[config.mk]
export PLATFORM = sky130hd
export DESIGN_NAME = c_source_lexer
export DESIGN_NICKNAME = d
export VERILOG_FILES = /design/src/design/csl_pkg.sv /design/src/design/csl_front.sv /design/src/design/csl_back.sv /design/src/design/c_source_lexer.sv
export SDC_FILE = /design/constraint.sdc
export NUM_CORES = 2
export LEC_CHECK = 0
export BUFFER_PORTS_ARGS = -buffer_cell sky130_fd_sc_hd__buf_2
export CORE_AREA = 5 5 287 261
export DETAILED_ROUTE_END_ITERATION = 6
export DIE_AREA = 0 0 292 266
export GPL_TIMING_DRIVEN = 0
export PLACE_DENSITY_LB_ADDON = 0.08
export SLEW_MARGIN = 40
export SYNTH_ARGS = -nofsm -noshare
export SYNTH_HDL_FRONTEND = slang
export SYNTH_SLANG_ARGS = --single-unit
[constraint.sdc]
create_clock -name clk -period 13.05 [get_ports clk]
set_clock_uncertainty 0.1 [all_clocks]
set_input_delay 3.2625 -clock clk [delete_from_list [all_inputs] [get_ports clk]]
set_output_delay 3.2625 -clock clk [all_outputs]
set_load 0.02 [all_outputs]
[src/design/csl_pkg.sv]
// Shared types, constants and keyword tables for the source lexer.
package csl_pkg;

    localparam int IDENT_MAX  = 16;
    localparam int COUNT_BITS = 32;
    localparam int NKW        = 15;

    localparam logic [2:0] KIND_NUMBER  = 3'd0;
    localparam logic [2:0] KIND_KEYWORD = 3'd1;
    localparam logic [2:0] KIND_IDENT   = 3'd2;
    localparam logic [2:0] KIND_SPECIAL = 3'd3;
    localparam logic [2:0] KIND_TOTALS  = 3'd4;

    localparam logic ACT_CHAR = 1'b0;
    localparam logic ACT_END  = 1'b1;

    typedef struct packed {
        logic       action;
        logic [7:0] ch;
    } in_item_t;

    typedef struct packed {
        logic [2:0]  kind;
        logic [31:0] number_value;
        logic [3:0]  keyword_id;
        logic [7:0]  ident_length;
        logic [7:0]  special_char;
        logic [31:0] line_count;
        logic [31:0] space_count;
        logic [31:0] tab_count;
        logic [31:0] token_count;
        logic        last;
    } out_item_t;

    // Keyword text, position 0 in the low byte.
    typedef logic [63:0] kw_text_t;

    function automatic kw_text_t kw_text(input int k);
        case (k)
            0:  kw_text = {"\0\0\0\0\0", "rof"};
            1:  kw_text = {"\0\0\0", "elihw"};
            2:  kw_text = {"\0\0\0\0\0\0", "od"};
            3:  kw_text = {"\0\0\0\0\0", "tni"};
            4:  kw_text = {"\0\0\0", "taolf"};
            5:  kw_text = {"\0\0\0\0", "rahc"};
            6:  kw_text = {"\0\0", "elbuod"};
            7:  kw_text = {"\0\0", "citats"};
            8:  kw_text = {"\0\0", "hctiws"};
            9:  kw_text = {"\0\0\0\0", "esac"};
            10: kw_text = {"\0\0\0\0", "gnol"};
            11: kw_text = {"\0", "edulcni"};
            12: kw_text = {"\0\0\0\0", "niam"};
            13: kw_text = {"\0\0\0\0", "tuoc"};
            14: kw_text = {"\0\0\0\0\0", "nic"};
            default: kw_text = '0;
        endcase
    endfunction

    function automatic logic [7:0] kw_len(input int k);
        case (k)
            0, 3, 14:             kw_len = 8'd3;
            1, 4:                 kw_len = 8'd5;
            2:                    kw_len = 8'd2;
            5, 9, 10, 12, 13:     kw_len = 8'd4;
            6, 7, 8:              kw_len = 8'd6;
            11:                   kw_len = 8'd7;
            default:              kw_len = 8'd0;
        endcase
    endfunction

    // Bump a saturating counter.
    function automatic logic [COUNT_BITS-1:0] bump(input logic [COUNT_BITS-1:0] v);
        bump = (&v) ? v : v + 1'b1;
    endfunction

    // Clamp a counter to the 32-bit report field.
    function automatic logic [31:0] sat32(input logic [COUNT_BITS-1:0] v);
        logic [63:0] w;
        w = 64'(v);
        sat32 = (w > 64'hFFFF_FFFF) ? 32'hFFFF_FFFF : w[31:0];
    endfunction

    // Queue entry: up to two results of one character.
    typedef struct packed {
        logic      two;
        out_item_t first;
        out_item_t second;
    } pair_t;

endpackage

[src/design/csl_front.sv]
// Front end: accepts characters, runs the lexer state and forms result pairs.
module csl_front (
    input  logic              clk,
    input  logic              rst_n,
    input  csl_pkg::in_item_t in_item,
    input  logic              in_fire,
    output csl_pkg::pair_t    pair,
    output logic              pair_valid
);
    import csl_pkg::*;

    typedef enum logic [6:0] {
        M_IDLE  = 7'b0000001,
        M_NUM   = 7'b0000010,
        M_IDENT = 7'b0000100,
        M_SLASH = 7'b0001000,
        M_LINE  = 7'b0010000,
        M_BLOCK = 7'b0100000,
        M_STAR  = 7'b1000000
    } mode_t;

    mode_t                 mode_reg, mode_next;
    logic [31:0]           acc_reg, acc_next;
    logic [NKW-1:0]        cand_reg, cand_next;
    logic [7:0]            len_reg, len_next;
    logic [COUNT_BITS-1:0] lines_reg, lines_next, spaces_reg, spaces_next;
    logic [COUNT_BITS-1:0] tabs_reg, tabs_next, tokens_reg, tokens_next;

    logic [7:0]  c;
    logic        c_digit, c_alpha;
    logic [35:0] sum10;
    out_item_t   res [2];
    logic [1:0]  n;

    function automatic logic [NKW-1:0] narrow(input logic [NKW-1:0] m,
                                              input logic [7:0] ch,
                                              input logic [7:0] pos);
        logic [NKW-1:0] r;
        kw_text_t t;
        r = m;
        for (int k = 0; k < NKW; k++)
        begin
            t = kw_text(k);
            if (pos >= 8'(IDENT_MAX) || pos >= kw_len(k) || t[pos[2:0]*8 +: 8] != ch)
                r[k] = 1'b0;
        end
        return r;
    endfunction

    function automatic out_item_t blank();
        out_item_t r;
        r = '0;
        return r;
    endfunction

    assign c       = in_item.ch;
    assign c_digit = (c >= "0") && (c <= "9");
    assign c_alpha = ((c >= "a") && (c <= "z")) || ((c >= "A") && (c <= "Z"));
    assign sum10   = ({4'b0, acc_reg} << 3) + ({4'b0, acc_reg} << 1) + 36'(c - "0");

    // Next-state logic for one character or end of input.
    always_comb
    begin
        logic [3:0] hit;
        logic       found;
        logic       fresh;
        mode_next   = mode_reg;
        acc_next    = acc_reg;
        cand_next   = cand_reg;
        len_next    = len_reg;
        lines_next  = lines_reg;
        spaces_next = spaces_reg;
        tabs_next   = tabs_reg;
        tokens_next = tokens_reg;
        res[0] = blank();
        res[1] = blank();
        n      = 2'd0;
        fresh  = 1'b0;
        hit    = '0;
        found  = 1'b0;
        for (int k = NKW - 1; k >= 0; k--)
        begin
            if (cand_reg[k] && kw_len(k) == len_reg)
            begin
                hit   = 4'(k);
                found = 1'b1;
            end
        end

        if (in_item.action == ACT_END || !(
                (mode_reg == M_NUM && c_digit) ||
                (mode_reg == M_IDENT && (c_alpha || c_digit || c == "_" || c == "$")) ||
                (mode_reg == M_SLASH && (c == "/" || c == "*")) ||
                mode_reg == M_LINE || mode_reg == M_BLOCK || mode_reg == M_STAR))
        begin
            // Flush pending token.
            case (mode_reg)
                M_NUM:
                begin
                    res[0].kind = KIND_NUMBER;
                    res[0].number_value = acc_reg;
                    n = 2'd1;
                end
                M_IDENT:
                begin
                    res[0].kind = found ? KIND_KEYWORD : KIND_IDENT;
                    res[0].keyword_id = found ? hit : 4'd0;
                    res[0].ident_length = len_reg;
                    n = 2'd1;
                end
                M_SLASH:
                begin
                    res[0].kind = KIND_SPECIAL;
                    res[0].special_char = "/";
                    n = 2'd1;
                end
                default: n = 2'd0;
            endcase
            if (n == 2'd1)
                tokens_next = bump(tokens_reg);
            mode_next = M_IDLE;
            fresh = (in_item.action == ACT_CHAR);
        end
        else
        begin
            case (mode_reg)
                M_NUM:
                    acc_next = (sum10 > 36'hFFFF_FFFF) ? 32'hFFFF_FFFF : sum10[31:0];
                M_IDENT:
                begin
                    cand_next = narrow(cand_reg, c, len_reg);
                    if (len_reg != 8'hFF)
                        len_next = len_reg + 8'd1;
                end
                M_SLASH:
                    mode_next = (c == "/") ? M_LINE : M_BLOCK;
                M_LINE:
                    if (c == 8'h0A)
                    begin
                        mode_next  = M_IDLE;
                        lines_next = bump(lines_reg);
                    end
                default:
                begin
                    if (c == 8'h0A)
                        lines_next = bump(lines_reg);
                    if (mode_reg == M_STAR && c == "/")
                        mode_next = M_IDLE;
                    else
                        mode_next = (c == "*") ? M_STAR : M_BLOCK;
                end
            endcase
        end

        // Character handled as fresh from idle.
        if (fresh)
        begin
            if (c_digit)
            begin
                acc_next  = 32'(c - "0");
                mode_next = M_NUM;
            end
            else if (c_alpha)
            begin
                cand_next = narrow({NKW{1'b1}}, c, 8'd0);
                len_next  = 8'd1;
                mode_next = M_IDENT;
            end
            else if (c == " ")
                spaces_next = bump(spaces_reg);
            else if (c == 8'h09)
                tabs_next = bump(tabs_reg);
            else if (c == 8'h0A)
                lines_next = bump(lines_reg);
            else if (c == "/")
                mode_next = M_SLASH;
            else
            begin
                res[n[0]] = blank();
                res[n[0]].kind = KIND_SPECIAL;
                res[n[0]].special_char = c;
                n = n + 2'd1;
                tokens_next = bump(tokens_next);
            end
        end

        // Totals on end of input, then back to reset state.
        if (in_item.action == ACT_END)
        begin
            res[n[0]] = blank();
            res[n[0]].kind        = KIND_TOTALS;
            res[n[0]].line_count  = sat32(lines_next);
            res[n[0]].space_count = sat32(spaces_next);
            res[n[0]].tab_count   = sat32(tabs_next);
            res[n[0]].token_count = sat32(tokens_next);
            n = n + 2'd1;
            mode_next   = M_IDLE;
            acc_next    = '0;
            cand_next   = {NKW{1'b1}};
            len_next    = '0;
            lines_next  = '0;
            spaces_next = '0;
            tabs_next   = '0;
            tokens_next = '0;
        end

        if (n == 2'd2)
            res[1].last = 1'b1;
        else if (n == 2'd1)
            res[0].last = 1'b1;
    end

    assign pair.two    = (n == 2'd2);
    assign pair.first  = res[0];
    assign pair.second = res[1];
    assign pair_valid  = in_fire && (n != 2'd0);

    always_ff @(posedge clk or negedge rst_n)
    begin
        if (!rst_n)
        begin
            mode_reg   <= M_IDLE;
            acc_reg    <= '0;
            cand_reg   <= {NKW{1'b1}};
            len_reg    <= '0;
            lines_reg  <= '0;
            spaces_reg <= '0;
            tabs_reg   <= '0;
            tokens_reg <= '0;
        end
        else if (in_fire)
        begin
            mode_reg   <= mode_next;
            acc_reg    <= acc_next;
            cand_reg   <= cand_next;
            len_reg    <= len_next;
            lines_reg  <= lines_next;
            spaces_reg <= spaces_next;
            tabs_reg   <= tabs_next;
            tokens_reg <= tokens_next;
        end
    end

endmodule

[src/design/csl_back.sv]
// Back end: a two-entry queue of result pairs, drained one result per transfer.
module csl_back (
    input  logic               clk,
    input  logic               rst_n,
    input  csl_pkg::pair_t     pair,
    input  logic               pair_valid,
    output logic               can_take,
    output csl_pkg::out_item_t out_item,
    output logic               out_valid,
    input  logic               out_ready
);
    import csl_pkg::*;

    pair_t      q_reg [2];
    logic       wr_reg, wr_next, rd_reg, rd_next;
    logic [1:0] cnt_reg, cnt_next;
    logic       half_reg, half_next;
    logic       pop;

    assign can_take  = (cnt_reg != 2'd2);
    assign out_valid = (cnt_reg != 2'd0);
    assign out_item  = half_reg ? q_reg[rd_reg].second : q_reg[rd_reg].first;
    assign pop       = out_valid && out_ready && (half_reg || !q_reg[rd_reg].two);

    // Pointer and count update.
    always_comb
    begin
        wr_next   = wr_reg ^ pair_valid;
        rd_next   = rd_reg ^ pop;
        cnt_next  = cnt_reg + {1'b0, pair_valid} - {1'b0, pop};
        half_next = half_reg;
        if (out_valid && out_ready)
            half_next = !pop;
    end

    always_ff @(posedge clk)
    begin
        if (pair_valid)
            q_reg[wr_reg] <= pair;
    end

    always_ff @(posedge clk or negedge rst_n)
    begin
        if (!rst_n)
        begin
            wr_reg   <= 1'b0;
            rd_reg   <= 1'b0;
            cnt_reg  <= 2'd0;
            half_reg <= 1'b0;
        end
        else
        begin
            wr_reg   <= wr_next;
            rd_reg   <= rd_next;
            cnt_reg  <= cnt_next;
            half_reg <= half_next;
        end
    end

endmodule

[src/design/c_source_lexer.sv]
// Top level of the character-serial source lexer.
// One character is taken per cycle while the result queue has room; each
// character gives zero, one or two results (a token ending plus a special
// character), delivered one per output transfer from a two-entry queue of
// result pairs. End of input gives any pending token, then the totals, and
// returns the lexer to its reset state. Sustained rate is one character per
// cycle unless the output side stalls or two-result characters arrive faster
// than results drain.
module c_source_lexer (
    input  logic               clk,
    input  logic               rst_n,
    input  csl_pkg::in_item_t  in_item,
    input  logic               in_valid,
    output logic               in_ready,
    output csl_pkg::out_item_t out_item,
    output logic               out_valid,
    input  logic               out_ready
);
    import csl_pkg::*;

    pair_t pair;
    logic  pair_valid;
    logic  can_take;

    assign in_ready = can_take;

    csl_front u_front (
        .clk        (clk),
        .rst_n      (rst_n),
        .in_item    (in_item),
        .in_fire    (in_valid && in_ready),
        .pair       (pair),
        .pair_valid (pair_valid)
    );

    csl_back u_back (
        .clk        (clk),
        .rst_n      (rst_n),
        .pair       (pair),
        .pair_valid (pair_valid),
        .can_take   (can_take),
        .out_item   (out_item),
        .out_valid  (out_valid),
        .out_ready  (out_ready)
    );

endmodule

==> impl_results.md <==
* Drt first pass iters at 6
* Largest net degree at the start of global routing at 63
* Max-Cap Viols at 0
* Hold Path Depth at 2
* Total Wirelength at 134 mm
* CP endpoint kind: flop
* Combinational share of power at 35.1%
* Post-CTS setup repair buffer count at 0
* Clock buffer depth at 3
* Worst setup SP type: input port
* Vias per cell at 6.55
* Mapped Area at 42600 µm²
* CP Launch Point: in_item[4]
* Clk slew on worst S/H paths at 0.05 ns
* Max FFs per register at 646
* Sw Share at 36.2%
* Worst-Skew Late Latency at 0.66 ns
* Total clock sinks at 841
* Row cnt at 93
* CTS resizes at 0
* TritonCTS buffer count at 85
* Avg Cell Area, Syn at 12.0 µm²
* CP arrival at 9.83 ns
* Slew HR at 39.2%
* Fmax at 104 MHz
* Starting Density at 59.8%
* Routed vias at 32.1k
* Setup slack after layout at 3.44 ns
* Worst EP required at 13.28 ns
* DIE AREA at 77700 µm²
* Net Count, Synth at 3662
* RSZ-0062 raised after global routing: no
* Routed WL per cell at 27.3 µm
* Synth unique cells at 101
* Die X at 292 µm
* Inst Count DP at 4738
* Ys Warns at 0
* Placer Congestion at 0.945
* FF-to-FF setup slack at 6.64 ns
* Power Dens Cells at 191 nW/µm²
* Cells after Synth at 3554
* Critical Path Fanout Max at 36
* Int Pwr at 5.90 mW
* Clock network fraction of total power at 27.5%
* Hold Slack at 0.387 ns
* Status: finished clean
* Number of enable flip-flop cells after synthesis at 646
* Worst Path Class, Setup: input port to flop
* Non-Filler Instances at 4899
* Flops & latches, synth at 841
* PortBufs at 198
* Leakage at 17.8 nW
* Global-route wire length before repair at 198 mm
* CORE AREA at 71200 µm²
* Seq/Total Area, Yosys at 57.0%
* Initial antenna violation count at 4
* Top FF cell, synth: edfxtp_1
* Fin crit share at 73.6%
* P_sw at 3.35 mW
* Number of fill cells at 5116
* ANT nets after route at 0
* Worst Max-Slew Pin Slew at 0.912 ns
* # nets final at 3983
* Worst hold start: u_front.cand_reg[10]
* Worst hold path type: flop to flop
* Design Power at 9.26 mW
* Register share of total power at 37.4%
* Clk root buf: clkbuf_16
* Endpoints failing setup at 0
* Max Slew Vio Count at 0
* GRT overflow at 0
* Worst r2r path cells at 20
* I/O pins at 199
* Final Hold Fails at 0
* Ys async rst share at 23.2%
* Final min period at 9.61 ns
* DR iter-0 viols at 4302
* Layout cells sized above 1 at 16.0%
* Post-DP HPWL at 96.0 mm
* Total track usage at 33.7%
* Die height at 266 µm
* Worst r2r src: u_front.mode_reg[5]
* Drt drc at 0
* CTS tree: done
* Area Growth Syn to Fin at 13.9%
* Place WS at 2.95 ns
* Max H-tree Level at 3
* VDD IR-drop max at 0.121 mV
* CTS Hold Bufs at 0
* Vias in the first global route at 31.0k
## cells by family (layout without fill, tap and decap cells)
group,count (synthesis),in the layout,share of synthesized area [%]
compound gates,613,613,9.09
xor+xnor,186,186,3.84
fa+ha+maj,95,95,3.34
buf+inv,307,700,2.81
flops,841,841,57.0
mux,247,247,9.93
other cells,0,2,0
simple gates,1265,1265,14.0
## power groups by stage
stage	Clock, mW	Combinational [mW]	Sequential (mW)
after global placement	0	3.03	3.68
after CTS	2.56	3.25	3.46
after global routing	2.68	3.40	3.49
after detailed placement	0	3.23	3.51
after floorplan	0	1.90	3.59
final	2.54	3.25	3.46
## placed cells by master (no fill, tap or decap), types with 31 or more instances in the layout
master,n
edfxtp_1,646
nor2_1,483
nand2_1,266
buf_2,227
o21ai_0,192
clkbuf_1,191
a21oi_1,185
dfrtp_1,179
mux4_2,140
nor3_1,105
mux2i_1,105
xnor2_1,96
xor2_1,89
clkbuf_16,86
and3_1,85
nand3_1,81
inv_1,65
ha_1,62
and2_1,51
nand4_1,36
fa_1,31
## metrics by stage
stage,TNS (ns),area [µm²],util (%)
floorplan,-1012.04,42600,-
global placement,-4172.67,44800,62.9
detailed placement,0,45600,64.0
CTS,0,48500,68.1
global route,0,48500,68.1
finish,0,48500,68.1
## metal layers
layer  share of wire [%]  track usage (%)  vias to the layer above
met5              0.0030                0                        -
met4                 3.5             10.0                        2
met3                  10             6.54                      292
met2                  46             53.3                     1924
met1                  40             48.4                    16000
li1                    -                -                    13900
## cell type report
type | instances | area [µm²] | area share [%]
Timing Repair Buffer | 234 | 1720 | 3.53
Multi-Input combinational cell | 2406 | 17200 | 35.4
Buffer | 239 | 997 | 2.05
Inverter | 68 | 255 | 0.526
Tap cell | 950 | 1190 | 2.45
Clock buffer | 120 | 2370 | 4.88
Sequential cell | 841 | 24300 | 50.1
Clock inverter | 39 | 542 | 1.12
Antenna cell | 2 | 5.00 | 0.0103
## worst max-delay path: stages
cell and delay (ns):
buf_2 0.20, buf_4 0.25, clkinv_1 0.48, ha_1 0.49
or3b_4 0.29, a211o_1 0.17, o21a_1 0.21, o21a_1 0.37
nand2_1 0.41, inv_1 0.40, ha_1 0.29, a21o_1 0.19
inv_1 0.08, ha_1 0.23, inv_1 0.05, a21oi_1 0.09
inv_1 0.12, o21ai_0 0.14, inv_1 0.23, ha_4 0.43
buf_12 0.29, buf_12 0.25, buf_12 0.28, buf_12 0.27
buf_12 0.25
## synthesized netlist by cell type (16+ instances only)
cell type	instances	area share (%)
fa_1	31	1.5
nor3_1	107	1.3
o211ai_1	16	0.28
a31oi_1	16	0.23
nor2_1	484	4.3
o21a_1	16	0.28
mux4_2	140	7.4
ha_1	64	1.9
nand2_1	266	2.3
nand4_1	36	0.53
nor2b_1	22	0.32
buf_1	25	0.22
o21ai_0	192	2.3
mux2i_1	105	2.5
edfxtp_1	646	46
a21oi_1	185	2.2
nand2b_1	19	0.28
and3_1	85	1.2
dfstp_2	16	0.99
xor2_1	89	1.8
inv_1	65	0.57
xnor2_1	96	2.0
dfrtp_1	179	11
and2_1	51	0.75
nand3_1	81	0.95
a21o_1	26	0.46
or3_1	20	0.29
nor4_1	27	0.40
clkbuf_1	196	1.7
## worst paths after layout
kind,endpoint
max in group asynchronous,u_front.spaces_reg[21]
hold reg to reg,u_front.cand_reg[10]
setup reg to reg,u_back.q_reg[0][116]
min in group asynchronous,u_front.acc_reg[24]
setup / recovery,u_back.q_reg[0][116]
hold / removal,u_front.cand_reg[10]
No activity file was read; power rests on OpenSTA's default activity.
